==> config.mk <==
export PLATFORM = sky130hd
export DESIGN_NAME = named_semaphore_table_unit
export DESIGN_NICKNAME = d
export VERILOG_FILES = /design/src/rtl/core/nst_pkg.sv /design/src/rtl/core/named_semaphore_table_unit.sv /design/src/rtl/core/nst_ram.sv /design/src/rtl/core/nst_front.sv /design/src/rtl/core/nst_back.sv
export SDC_FILE = /design/constraint.sdc
export NUM_CORES = 2
export LEC_CHECK = 0
export ABC_AREA = 1
export BUFFER_PORTS_ARGS = -buffer_cell sky130_fd_sc_hd__buf_4
export CAP_MARGIN = 20
export CELL_PAD_IN_SITES_DETAIL_PLACEMENT = 1
export CELL_PAD_IN_SITES_GLOBAL_PLACEMENT = 2
export CORE_MARGIN = 10
export CORE_UTILIZATION = 48
export CTS_CLUSTER_DIAMETER = 80
export DETAILED_ROUTE_END_ITERATION = 7
export PLACE_DENSITY = 0.83
export SLEW_MARGIN = 20
export SYNTH_ARGS = -nofsm -noshare
export SYNTH_HDL_FRONTEND = slang
export SYNTH_SLANG_ARGS = --single-unit
export TNS_END_PERCENT = 5
==> constraint.sdc <==
create_clock -name clk -period 8.95 [get_ports clk]
set_clock_uncertainty 0.15 [all_clocks]
set_input_delay 0.4475 -clock clk [delete_from_list [all_inputs] [get_ports clk]]
set_output_delay 0.4475 -clock clk [all_outputs]
set_load 0.05 [all_outputs]
==> src/rtl/core/nst_pkg.sv <==
// package for the named semaphore table unit
// shared types, codes and sizes; no dependencies
`timescale 1ns / 1ps
`default_nettype none

package nst_pkg;

    localparam int SLOT_COUNT_DEF = 64;
    localparam int NAME_W         = 8;
    localparam int INDEX_W        = 8;
    localparam int COUNT_W        = 16;
    localparam int ENTRY_W        = NAME_W + COUNT_W;
    localparam int QUEUE_DEPTH    = 2;

    typedef logic [NAME_W-1:0]  name_t;
    typedef logic [INDEX_W-1:0] index_t;
    typedef logic [COUNT_W-1:0] count_t;
    typedef logic [ENTRY_W-1:0] entry_t;

    typedef enum logic [1:0] {
        OP_OPEN   = 2'd0,
        OP_WAIT   = 2'd1,
        OP_POST   = 2'd2,
        OP_UNLINK = 2'd3
    } op_t;

    typedef enum logic [2:0] {
        ST_OK       = 3'd0,
        ST_FULL     = 3'd1,
        ST_INVALID  = 3'd2,
        ST_BLOCK    = 3'd3,
        ST_NOTFOUND = 3'd4
    } status_t;

    typedef struct packed {
        op_t    op;
        name_t  name;
        index_t target;
        count_t init;
        logic   target_ok;
    } cmd_t;

    typedef struct packed {
        status_t status;
        index_t  index;
        count_t  count;
        logic    wake;
    } res_t;

endpackage

`default_nettype wire

==> src/rtl/core/named_semaphore_table_unit.sv <==
// top level of the named semaphore table unit
// depends on nst_pkg, nst_front and nst_back
//
// channel   direction  tvalid/tready   payload
// s_axis    in         accept on both  tuser: opcode; tdata: name, target, initial count
// m_axis    out        accept on both  tuser: status; tdata: index, count, wake
//
// open and unlink walk the slot memory one read per cycle
// wait and post pass fetch and execute; an invalid slot number goes straight to result
// reset clears per-slot valid flags at once, no clearing pass
// a two-entry queue accepts until full while the back end works or its result waits
`timescale 1ns / 1ps
`default_nettype none

module named_semaphore_table_unit #(
    parameter int SLOT_COUNT = nst_pkg::SLOT_COUNT_DEF
) (
    input  wire logic        clk,
    input  wire logic        rst_n,
    input  wire logic        s_axis_tvalid,
    output logic             s_axis_tready,
    input  wire logic [31:0] s_axis_tdata,   // name_char, target_index, initial_count
    input  wire logic [1:0]  s_axis_tuser,   // opcode
    output logic             m_axis_tvalid,
    input  wire logic        m_axis_tready,
    output logic [31:0]      m_axis_tdata,   // result_index, count_value, wake_waiters
    output logic [2:0]       m_axis_tuser    // status
);

    logic          head_valid;
    nst_pkg::cmd_t head;
    logic          pop;
    nst_pkg::res_t res;

    nst_front #(
        .SLOT_COUNT (SLOT_COUNT)
    ) u_front (
        .clk        (clk),
        .rst_n      (rst_n),
        .in_valid   (s_axis_tvalid),
        .in_ready   (s_axis_tready),
        .in_op      (s_axis_tuser),
        .in_name    (s_axis_tdata[7:0]),
        .in_target  (s_axis_tdata[15:8]),
        .in_init    (s_axis_tdata[31:16]),
        .head_valid (head_valid),
        .head       (head),
        .pop        (pop)
    );

    nst_back #(
        .SLOT_COUNT (SLOT_COUNT)
    ) u_back (
        .clk       (clk),
        .rst_n     (rst_n),
        .cmd_valid (head_valid),
        .cmd       (head),
        .cmd_pop   (pop),
        .res_valid (m_axis_tvalid),
        .res       (res),
        .res_ready (m_axis_tready)
    );

    assign m_axis_tuser = res.status;
    assign m_axis_tdata = {7'd0, res.wake, res.count, res.index};

endmodule

`default_nettype wire

==> src/rtl/core/nst_ram.sv <==
// generic single-write, single-read ram with registered read data
// no dependencies
`timescale 1ns / 1ps
`default_nettype none

module nst_ram #(
    parameter int WIDTH = 8,
    parameter int DEPTH = 64,
    localparam int AW   = (DEPTH > 1) ? $clog2(DEPTH) : 1
) (
    input  wire logic             clk,
    input  wire logic             we,
    input  wire logic [AW-1:0]    waddr,
    input  wire logic [WIDTH-1:0] wdata,
    input  wire logic [AW-1:0]    raddr,
    output logic      [WIDTH-1:0] rdata
);

    logic [WIDTH-1:0] mem [DEPTH];
    logic [WIDTH-1:0] rdata_reg;

    always_ff @(posedge clk)
    begin
        if (we)
        begin
            mem[waddr] <= wdata;
        end
        rdata_reg <= mem[raddr];
    end

    assign rdata = rdata_reg;

endmodule

`default_nettype wire

==> src/rtl/core/nst_front.sv <==
// front end: accepts operations, classifies them and queues them for the back end
// depends on nst_pkg
`timescale 1ns / 1ps
`default_nettype none

module nst_front #(
    parameter int SLOT_COUNT = nst_pkg::SLOT_COUNT_DEF
) (
    input  wire logic           clk,
    input  wire logic           rst_n,
    input  wire logic           in_valid,
    output logic                in_ready,
    input  wire logic [1:0]     in_op,
    input  wire nst_pkg::name_t  in_name,
    input  wire nst_pkg::index_t in_target,
    input  wire nst_pkg::count_t in_init,
    output logic                head_valid,
    output nst_pkg::cmd_t       head,
    input  wire logic           pop
);

    localparam int QD   = nst_pkg::QUEUE_DEPTH;
    localparam int PW   = (QD > 1) ? $clog2(QD) : 1;
    localparam int FW   = $clog2(QD + 1);

    nst_pkg::cmd_t  entries_reg [QD];
    logic [PW-1:0]  wr_ptr_reg, wr_ptr_next;
    logic [PW-1:0]  rd_ptr_reg, rd_ptr_next;
    logic [FW-1:0]  fill_reg, fill_next;
    nst_pkg::cmd_t  cmd_in;
    logic           push;

    always_comb
    begin
        cmd_in.op        = nst_pkg::op_t'(in_op);
        cmd_in.name      = in_name;
        cmd_in.target    = in_target;
        cmd_in.init      = in_init;
        cmd_in.target_ok = (in_target != '0) && (int'(in_target) < SLOT_COUNT);
    end

    assign in_ready   = (fill_reg != FW'(QD));
    assign push       = in_valid && in_ready;
    assign head_valid = (fill_reg != '0);
    assign head       = entries_reg[rd_ptr_reg];

    always_comb
    begin
        wr_ptr_next = wr_ptr_reg;
        rd_ptr_next = rd_ptr_reg;
        fill_next   = fill_reg;
        if (push)
        begin
            wr_ptr_next = (wr_ptr_reg == PW'(QD - 1)) ? '0 : wr_ptr_reg + 1'b1;
        end
        if (pop)
        begin
            rd_ptr_next = (rd_ptr_reg == PW'(QD - 1)) ? '0 : rd_ptr_reg + 1'b1;
        end
        if (push && !pop)
        begin
            fill_next = fill_reg + 1'b1;
        end
        else if (pop && !push)
        begin
            fill_next = fill_reg - 1'b1;
        end
    end

    always_ff @(posedge clk or negedge rst_n)
    begin
        if (!rst_n)
        begin
            wr_ptr_reg <= '0;
            rd_ptr_reg <= '0;
            fill_reg   <= '0;
        end
        else
        begin
            wr_ptr_reg <= wr_ptr_next;
            rd_ptr_reg <= rd_ptr_next;
            fill_reg   <= fill_next;
        end
    end

    always_ff @(posedge clk)
    begin
        if (push)
        begin
            entries_reg[wr_ptr_reg] <= cmd_in;
        end
    end

endmodule

`default_nettype wire

==> src/rtl/core/nst_back.sv <==
// back end: carries out queued operations on the slot table and holds the result
// depends on nst_pkg and nst_ram
`timescale 1ns / 1ps
`default_nettype none

module nst_back #(
    parameter int SLOT_COUNT = nst_pkg::SLOT_COUNT_DEF
) (
    input  wire logic          clk,
    input  wire logic          rst_n,
    input  wire logic          cmd_valid,
    input  wire nst_pkg::cmd_t cmd,
    output logic               cmd_pop,
    output logic               res_valid,
    output nst_pkg::res_t      res,
    input  wire logic          res_ready
);

    localparam int IDX_W = (SLOT_COUNT > 1) ? $clog2(SLOT_COUNT) : 1;
    localparam int NW    = nst_pkg::NAME_W;
    localparam int CW    = nst_pkg::COUNT_W;
    localparam logic [IDX_W-1:0] LAST = IDX_W'(SLOT_COUNT - 1);

    typedef enum logic [4:0] {
        S_IDLE   = 5'b00001,
        S_SCAN   = 5'b00010,
        S_FETCH  = 5'b00100,
        S_EXEC   = 5'b01000,
        S_RESULT = 5'b10000
    } state_t;

    state_t                  state_reg, state_next;
    nst_pkg::cmd_t           cmd_reg, cmd_next;
    logic [IDX_W-1:0]        addr_reg, addr_next;
    logic                    issuing_reg, issuing_next;
    logic                    cmp_live_reg, cmp_live_next;
    logic [IDX_W-1:0]        cmp_addr_reg, cmp_addr_next;
    logic [IDX_W-1:0]        empty_reg, empty_next;
    logic                    has_empty_reg, has_empty_next;
    nst_pkg::res_t           res_reg, res_next;
    logic [SLOT_COUNT-1:0]   valid_reg, valid_next;
    logic                    rd_valid_reg, rd_valid_next;
    logic                    out_valid_reg, out_valid_next;
    nst_pkg::res_t           out_reg, out_next;

    logic                    ram_we;
    logic [IDX_W-1:0]        ram_waddr;
    nst_pkg::entry_t         ram_wdata;
    nst_pkg::entry_t         ram_rdata;
    nst_pkg::name_t          entry_name;
    nst_pkg::count_t         entry_count;
    logic                    empty_hit;

    nst_ram #(
        .WIDTH (nst_pkg::ENTRY_W),
        .DEPTH (SLOT_COUNT)
    ) u_slots (
        .clk   (clk),
        .we    (ram_we),
        .waddr (ram_waddr),
        .wdata (ram_wdata),
        .raddr (addr_reg),
        .rdata (ram_rdata)
    );

    // slot never written reads as empty with zero count
    assign entry_name  = rd_valid_reg ? ram_rdata[NW+CW-1:CW] : '0;
    assign entry_count = rd_valid_reg ? ram_rdata[CW-1:0] : '0;
    assign empty_hit   = (entry_name == '0);

    always_comb
    begin
        state_next     = state_reg;
        cmd_next       = cmd_reg;
        addr_next      = addr_reg;
        issuing_next   = issuing_reg;
        cmp_live_next  = 1'b0;
        cmp_addr_next  = addr_reg;
        empty_next     = empty_reg;
        has_empty_next = has_empty_reg;
        res_next       = res_reg;
        out_next       = out_reg;
        out_valid_next = out_valid_reg && !res_ready;
        rd_valid_next  = valid_reg[addr_reg];
        cmd_pop        = 1'b0;
        ram_we         = 1'b0;
        ram_waddr      = addr_reg;
        ram_wdata      = '0;

        case (state_reg)
            S_IDLE:
            begin
                if (cmd_valid)
                begin
                    cmd_pop        = 1'b1;
                    cmd_next       = cmd;
                    issuing_next   = 1'b0;
                    has_empty_next = 1'b0;
                    if (cmd.op inside {nst_pkg::OP_OPEN, nst_pkg::OP_UNLINK})
                    begin
                        addr_next    = IDX_W'(1);
                        issuing_next = 1'b1;
                        state_next   = S_SCAN;
                    end
                    else if (cmd.target_ok)
                    begin
                        addr_next  = cmd.target[IDX_W-1:0];
                        state_next = S_FETCH;
                    end
                    else
                    begin
                        res_next.status = nst_pkg::ST_INVALID;
                        res_next.index  = cmd.target;
                        res_next.count  = '0;
                        res_next.wake   = 1'b0;
                        state_next      = S_RESULT;
                    end
                end
            end

            S_SCAN:
            begin
                // one slot read issued and one compared per cycle
                cmp_live_next = issuing_reg;
                cmp_addr_next = addr_reg;
                if (issuing_reg)
                begin
                    if (addr_reg == LAST)
                    begin
                        issuing_next = 1'b0;
                    end
                    else
                    begin
                        addr_next = addr_reg + 1'b1;
                    end
                end
                if (cmp_live_reg)
                begin
                    res_next.wake = 1'b0;
                    if (cmd_reg.op == nst_pkg::OP_OPEN)
                    begin
                        if (!empty_hit && entry_name == cmd_reg.name)
                        begin
                            res_next.status = nst_pkg::ST_OK;
                            res_next.index  = nst_pkg::index_t'(cmp_addr_reg);
                            res_next.count  = entry_count;
                            state_next      = S_RESULT;
                        end
                        else
                        begin
                            if (empty_hit)
                            begin
                                empty_next     = cmp_addr_reg;
                                has_empty_next = 1'b1;
                            end
                            if (cmp_addr_reg == LAST)
                            begin
                                if (empty_hit || has_empty_reg)
                                begin
                                    ram_we          = 1'b1;
                                    ram_waddr       = empty_hit ? cmp_addr_reg : empty_reg;
                                    ram_wdata       = {cmd_reg.name, cmd_reg.init};
                                    res_next.status = nst_pkg::ST_OK;
                                    res_next.index  = nst_pkg::index_t'(ram_waddr);
                                    res_next.count  = cmd_reg.init;
                                end
                                else
                                begin
                                    res_next.status = nst_pkg::ST_FULL;
                                    res_next.index  = '0;
                                    res_next.count  = '0;
                                end
                                state_next = S_RESULT;
                            end
                        end
                    end
                    else
                    begin
                        if (entry_name == cmd_reg.name)
                        begin
                            ram_we          = 1'b1;
                            ram_waddr       = cmp_addr_reg;
                            ram_wdata       = '0;
                            res_next.status = nst_pkg::ST_OK;
                            res_next.index  = nst_pkg::index_t'(cmp_addr_reg);
                            res_next.count  = '0;
                            state_next      = S_RESULT;
                        end
                        else if (cmp_addr_reg == LAST)
                        begin
                            res_next.status = nst_pkg::ST_NOTFOUND;
                            res_next.index  = '0;
                            res_next.count  = '0;
                            state_next      = S_RESULT;
                        end
                    end
                end
            end

            S_FETCH:
            begin
                state_next = S_EXEC;
            end

            S_EXEC:
            begin
                res_next.index = cmd_reg.target;
                res_next.wake  = 1'b0;
                state_next     = S_RESULT;
                if (empty_hit)
                begin
                    res_next.status = nst_pkg::ST_INVALID;
                    res_next.count  = '0;
                end
                else if (cmd_reg.op == nst_pkg::OP_WAIT)
                begin
                    if (entry_count == '0)
                    begin
                        res_next.status = nst_pkg::ST_BLOCK;
                        res_next.count  = '0;
                    end
                    else
                    begin
                        ram_we          = 1'b1;
                        ram_wdata       = {entry_name, entry_count - 1'b1};
                        res_next.status = nst_pkg::ST_OK;
                        res_next.count  = entry_count - 1'b1;
                    end
                end
                else
                begin
                    // saturating increment
                    ram_we          = 1'b1;
                    ram_wdata[NW+CW-1:CW] = entry_name;
                    ram_wdata[CW-1:0]     = (&entry_count) ? entry_count
                                                           : entry_count + 1'b1;
                    res_next.status = nst_pkg::ST_OK;
                    res_next.count  = ram_wdata[CW-1:0];
                    res_next.wake   = 1'b1;
                end
            end

            S_RESULT:
            begin
                if (!out_valid_reg || res_ready)
                begin
                    out_next       = res_reg;
                    out_valid_next = 1'b1;
                    state_next     = S_IDLE;
                end
            end

            default:
            begin
                state_next = S_IDLE;
            end
        endcase
    end

    always_comb
    begin
        valid_next = valid_reg;
        if (ram_we)
        begin
            valid_next[ram_waddr] = 1'b1;
        end
    end

    always_ff @(posedge clk or negedge rst_n)
    begin
        if (!rst_n)
        begin
            state_reg     <= S_IDLE;
            issuing_reg   <= 1'b0;
            cmp_live_reg  <= 1'b0;
            has_empty_reg <= 1'b0;
            valid_reg     <= '0;
            out_valid_reg <= 1'b0;
        end
        else
        begin
            state_reg     <= state_next;
            issuing_reg   <= issuing_next;
            cmp_live_reg  <= cmp_live_next;
            has_empty_reg <= has_empty_next;
            valid_reg     <= valid_next;
            out_valid_reg <= out_valid_next;
        end
    end

    always_ff @(posedge clk)
    begin
        cmd_reg      <= cmd_next;
        addr_reg     <= addr_next;
        cmp_addr_reg <= cmp_addr_next;
        empty_reg    <= empty_next;
        res_reg      <= res_next;
        rd_valid_reg <= rd_valid_next;
        out_reg      <= out_next;
    end

    assign res_valid = out_valid_reg;
    assign res       = out_reg;

`ifndef SYNTHESIS
    a_write_state: assert property (@(posedge clk) disable iff (!rst_n)
        ram_we |-> (state_reg == S_SCAN || state_reg == S_EXEC))
        else $error("slot write outside scan or execute");

    a_pop_idle: assert property (@(posedge clk) disable iff (!rst_n)
        cmd_pop |-> (state_reg == S_IDLE && cmd_valid))
        else $error("queue pop while busy");

    a_scan_end: assert property (@(posedge clk) disable iff (!rst_n)
        (state_reg == S_SCAN && cmp_live_reg && cmp_addr_reg == LAST)
            |=> (state_reg == S_RESULT))
        else $error("scan ran past the last slot");

    a_wake_ok: assert property (@(posedge clk) disable iff (!rst_n)
        res_valid |-> (!res.wake || res.status == nst_pkg::ST_OK))
        else $error("wake on a failed operation");
`endif

endmodule

`default_nettype wire

# [After elaboration in Yosys (flattened, before gate mapping)]
# Memories as Yosys holds them, arrays and structs flattened. A register that Yosys moved wholly into a read port is not among the register bits.
# Cells that the tools add are included.
[word_totals] reg_bits=186 ram_bits=1606 output_inout_bits=37 wordCells=191 mem_count=2
[op_classes] add_sub_neg=7 order_cmp=4 n_eq_ne=24 mux=93 bitwise_logic=2 n_reduce_logical=34
[memory_table] name="u_back.u_slots.mem" words=64 width=24 rd=1 rd_ports_with_merged_regs=1 write_ports=1 line="nst_ram.sv:19" source="logic [WIDTH-1:0] mem [DEPTH];"
[memory_table] name="u_front.entries_reg" words=2 width=35 rd=1 rd_ports_with_merged_regs=0 write_ports=1 line="nst_front.sv:26" source="nst_pkg::cmd_t entries_reg [QD];"
[op_table] cell="$mux 24" n=8
[op_table] cell="$mux 27" n=5
[op_table] cell="$mux 28" n=4
[op_table] cell="$pmux 28 s3" n=1
[op_table] cell="$mux 16" n=5
[op_table] cell="$mux 6" n=13
[op_table] cell="$or 64x64->64" n=1
[op_table] cell="$pmux 24 s2" n=1
[op_table] cell="$mux 5" n=9
[op_table] cell="$mux 1" n=33
[op_table] cell="$mux 25" n=1
[op_table] cell="$pmux 5 s5" n=1
[op_table] cell="$add 16x1->16 const B" n=1
[op_table] cell="$logic_not 16->1" n=1
[op_table] cell="$reduce_and 16->1" n=1
[op_table] cell="$sub 16x1->16 const B" n=1
[op_table] cell="$lt 6x7->1 const B" n=2
[op_table] cell="$eq 6x6->1 const B" n=2
[op_table] cell="$ne 2x2->1 const B" n=6
[op_table] cell="$pmux 6 s2" n=1
[op_table] cell="$ne 2x1->1 const B" n=5
[op_table] cell="$reduce_and 5->1" n=2
[op_table] cell="$eq 8x8->1" n=1
[op_table] cell="$logic_not 8->1" n=1
[op_table] cell="other kinds (35)" n=58

# [Longest topological paths before layout]
[logic_depth] word_depth=14 mapped_depth=17 depth_no_buf=16

# [Hierarchy]
# Synthesis repeated with hierarchy kept, for this count alone.
[unflattened] cells_unflattened=6504 hier_area_um2=75413.6
[by_module_without_submodules] mod="nst_ram" instances=1 cells_each=5248 area_per_inst_um2=62812.7 seq_area_each_um2=46604.7
[by_module_without_submodules] mod="nst_back" instances=1 cells_each=1106 area_per_inst_um2=9630.5 seq_area_each_um2=5031.1
[by_module_without_submodules] mod="nst_front" instances=1 cells_each=142 area_per_inst_um2=2914.0 seq_area_each_um2=2202.1
[by_module_without_submodules] mod="named_semaphore_table_unit" instances=1 cells_each=8 area_per_inst_um2=56.3 seq_area_each_um2=0.0

# [Worst setup path after synthesis]
# OpenSTA, ideal clock, no wires.
[synth_path] path_type="register -> register" from="reg u_back.state_reg[2]" to="mem u_back.u_slots.mem[0][14] (netlist name) (data pin)" setup_ns=0.702 arrival_time_ns=4.041 required_ns=8.098 path_slack_ns=4.057 path_stages_with_launch=11 synth_period_minus_slack_ns=4.893 path_cell_list="dfrtp_1 inv_1 nand2_1 inv_1 nand4_1 inv_1 nand2_1 nor2_4 nand3_2 clkbuf_1 o21ai_0"
[synth_between] elab_chain_len=2 elab_cells_between_ends=3 cone_classes="eq/ne (2); mux (1)"
[synth_lines] item="start: declaration" line="nst_back.sv:32" source="state_t state_reg, state_next;"
[synth_lines] item="start signal: assignment" line="nst_back.sv:282" source="state_reg <= state_next;"
[synth_lines] item="$eq 5x4->1 / $eq 5x2->1 (equally long branches)" line="nst_back.sv:90" source="case (state_reg)"
[synth_lines] item="$pmux 24 s2 *" line="nst_back.sv:90"
[synth_lines] item="net u_back.ram_wdata[14]" line="nst_back.sv:48" source="nst_pkg::entry_t ram_wdata;"
[synth_lines] item="end: declaration" line="nst_ram.sv:19"
# Mark *: on every way through the listed nets, which the timed path passes. The rest lies on a longest branch.

# [Final worst setup path]
[layout_path] from="reg u_back.cmd_reg[34] (netlist name)" to="mem u_back.u_slots.mem[29][3] (netlist name), enable pin"
[layout_between] elab_chain_len=6 elab_cells_between_ends=12 cone_classes="eq/ne (1); mux (10); reduce/logical (1)"
[layout_lines] item="start: declaration" line="nst_back.sv:33" source="nst_pkg::cmd_t cmd_reg, cmd_next;"
[layout_lines] item="start signal: assignment" line="nst_back.sv:293" source="cmd_reg <= cmd_next;"
[layout_lines] item="$eq 2x1->1 / $logic_not 2->1 (equally long branches)" line="nst_back.sv:215, nst_back.sv:140"
[layout_lines] item="$mux 1, on equally long branches" line="nst_back.sv:215, nst_back.sv:140"
[layout_lines] item="$mux 1, on equally long branches" line="nst_back.sv:210, nst_back.sv:137"
[layout_lines] item="$pmux 1 s2" line="nst_back.sv:90"
[layout_lines] item="$mux 1" line="nst_ram.sv:24" source="if (we)"
[layout_lines] item="$mux 1 (implied by the code)" line="nst_ram.sv:26" source="mem[waddr] <= wdata;"
# Parallel ways exist; a longest one is shown, timed or not.

==> flow_summary.toml <==
[status]
status = "finished, final reports clean"

[pwr]
p_per_area_nw_per_um2 = 317
leakagePower_nw = 24.8
ir_drop_uv = 250

[placed_design]
place_hpwl_um = 131000
io_buffer_count = 67
gp_congestion = 0.871
dpl.cell_count = 7455

[worst_setup_path]
path_buf_inv = 2
start_kind = "flop"
max_stage_delay_ns = 0.82
crit_required_ns = 9.03
critical-path-top-delay-family = "simple AND/OR/NAND/NOR gates"
path_cells = "nor2_1 > inv_2 > nor4_1 > nand2_1 > nand2_1 > nand2_1 > nand3_4 > nor2_4 > nand2_1 > clkinv_1"
critPathKind = "reg2reg"
cpMaxStageDelayCell = "clkinv_1"
critPathMostFrequentCell = "nand2_1"
crit_arrival_ns = 5.10
end_kind = "flop"
path_max_fanout = 26

[global_routing]
grt_pass1_wl_um = 329000
grt_util_all_layers_pct = 26.2
grt_overflow_total = 0
grt_max_degree = 181
antenna_found_initial = 10
first_global_vias = 48485

[timing]
final-max-slew-violation-count = 0
rsz0062_at_grt = "no"
min_period_over_period_pct = 56.2
finalSetupViolCount = 0
slew_headroom_pct = 25.3
fmax_mhz = 199
hold_violations = 0
totalNegativeSetupSlack_ns = 0
tightest_slew_ns = 1.10
fin_crit_ns = 5.03

[route]
wl_um = 225000
dr.pass1.iters = 5
via_per_inst = 6.10
wire_per_inst_um = 28.6
drtAntennaViolNets = 0
drc = 0
vias = 47935
drt-initial-drc-count = 5148

[clocking]
clock_latency_ns = 0.82
numClockSinks = 1816
clockBufferDepth = 3
htree_num_levels = 4
clockRootBuffer = "clkbuf_16"
cts_buffers = 188
cts_tree = "yes"
clk_pin_slew_ns = 0.06

[yosys]
synth_cell_type_count = 56
syn-cell-area_um2 = 72100
ys_seq_area_share_pct = 74.7
synth_edf_count = 1708
syn_area_per_cell_um2 = 12.8
synthFlopType = "edfxtp_1"
synthCells = 5647
synth_seq_cells = 1816
async_flop_share_pct = 4.24
yosysWarnings = 0

[floorplanning]
die_h_um = 407
io_pins = 75
die-area_um2 = 166000
die_w_um = 407
rows = 142
coreArea_um2 = 150000
start_util_pct = 48.2

[run]
cap_violations = 0

[finish]
stdcell_count = 7860
drive_gt1_share_pct = 9.33
fill_cells = 14763
syn_to_final_growth_pct = 13.7
nets = 5733
largest_register_ffs = 1536

[min_path]
hp-class = "in2reg"
==> cells in the mapped netlist (3+ instances only) <==
master,number,area share (%)
clkinv_1,4,0.021
nor2_1,833,4.3
inv_1,238,1.2
o311ai_0,5,0.061
nand2_2,6,0.052
nor2_2,4,0.035
buf_1,23,0.12
buf_2,14,0.097
ha_1,4,0.069
a22o_1,4,0.049
o211ai_1,56,0.58
nand3_1,210,1.5
xor2_1,21,0.26
a22oi_1,5,0.052
buf_4,8,0.083
nand2_1,586,3.1
buf_6,3,0.047
o31ai_1,4,0.042
dfrtp_1,76,2.6
nor4_1,6,0.052
clkbuf_1,324,1.7
nor3_1,11,0.076
o21ai_0,872,6.1
o221ai_1,145,1.8
a31oi_1,9,0.078
edfxtp_1,1708,71
nor2_4,17,0.27
o21ai_1,6,0.042
a21oi_1,85,0.59
a221oi_1,3,0.036
o22ai_1,243,2.1
nand4_1,50,0.43
nand2_4,4,0.063
dfxtp_1,31,0.86
==> tightest hold or removal path: stages <==
cell and delay (ns):
buf_4 0.08, nand2_1 0.16, inv_1 0.15, nor2_1 0.05, nor2_1 0.08
==> where the power goes <==
group          switching (mW)  total, mW  leakage (nW)  internal, mW
registers               0.203       9.93          13.7          9.72
clock network            3.25       7.84          3.01          4.58
logic                    6.44       8.18          8.06          1.74
==> metrics by stage <==
step / total power, mW / hold slack [ns] / worst slack, ns / area, µm² / utilization, %
after floorplan: 14.6 / 0.00191 / 4.06 / 72100 / -
after global placement: 17.9 / 0.255 / 3.96 / 74700 / 49.9
after detailed placement: 18.1 / 0.258 / 3.93 / 74800 / 50.0
after CTS: 25.9 / 0.00103 / 3.93 / 81300 / 54.4
after global routing: 26.9 / 0.0718 / 3.67 / 81900 / 54.7
final: 25.9 / 0.0555 / 3.92 / 81900 / 54.7
==> layout make-up <==
| cell class | instances | area [µm²] | share of cell area (%) |
|---|---|---|---|
| inverter | 243 | 932 | 1.14 |
| multi-input combinational | 3222 | 16200 | 19.8 |
| sequential | 1816 | 53800 | 65.7 |
| timing repair buffer | 220 | 2270 | 2.78 |
| clock inverter | 87 | 896 | 1.09 |
| tap | 2016 | 2520 | 3.08 |
| antenna | 1 | 2.50 | 0.00306 |
| clock buffer | 255 | 5250 | 6.41 |
==> metal layers <==
| layer | vias to the layer above | share of wire (%) | GRT usage [%] |
|---|---|---|---|
| li1 | 20824 | - | - |
| met4 | 0 | 4.0 | 9.70 |
| met1 | 24864 | 41 | 35.6 |
| met2 | 1820 | 48 | 42.9 |
| met5 | - | 0 | 0 |
| met3 | 427 | 6.7 | 3.89 |
==> what timing repair did <==
item	in CTS	in global routing
hold buffers	37	0
hold endpoints to repair	102	0
setup buffers	0	0
resized for setup	0	0
==> cell usage in the layout, fill, tap and decap left out, types with 9 or more instances in the layout <==
cell type / Yosys / layout
o22ai_1: 243 / 235
buf_4: 8 / 145
clkinv_1: 4 / 57
nor2_1: 833 / 828
clkbuf_8: 0 / 19
nand2_1: 586 / 585
buf_12: 0 / 10
buf_8: 0 / 11
dlygate4sd3_1: 0 / 36
o211ai_1: 56 / 56
nor3_1: 11 / 11
clkinv_2: 0 / 22
inv_1: 238 / 196
nand3_1: 210 / 210
buf_16: 0 / 15
o21ai_4: 0 / 15
edfxtp_1: 1708 / 1708
clkbuf_16: 0 / 194
dfxtp_1: 31 / 31
clkbuf_1: 324 / 43
nor2_4: 17 / 20
dfrtp_1: 76 / 76
bufinv_16: 0 / 17
xor2_1: 21 / 21
a31oi_1: 9 / 9
nand4_1: 50 / 50
a21oi_1: 85 / 84
o221ai_1: 145 / 145
inv_2: 1 / 21
o21ai_0: 872 / 856
==> logic make-up after synthesis <==
family / after synthesis / share of synthesized area (%)
AO/OA/AOI/OAI: 1450 / 11.6
buffers and inverters: 615 / 3.30
XOR/XNOR: 23 / 0.280
AND/OR/NAND/NOR: 1737 / 9.98
other: 1 / 0.00520
multiplexers: 1 / 0.0139
flip-flops: 1816 / 74.7
adder cells (fa/ha/maj): 4 / 0.0695
==> path summary, 6_finish.rpt <==
path / end / depth (start not counted) / from / slack (ns)
worst max-delay path: u_back.u_slots.mem[29][3] / 10 / u_back.cmd_reg[34] / 3.92
worst min-delay path: u_front.wr_ptr_reg / 5 / s_axis_tvalid / 0.06
worst max register to register: u_back.u_slots.mem[29][3] / 10 / u_back.cmd_reg[34] / 3.92
worst min register to register: u_back.res[25] / 0 / u_back.res_reg[25] / 0.27
max in group asynchronous: u_back.valid_reg[36] / 3 / rst_n / 7.75
min in group asynchronous: u_back.state_reg[0] / 2 / rst_n / 0.10
Power figures use the tool's default switching activity.
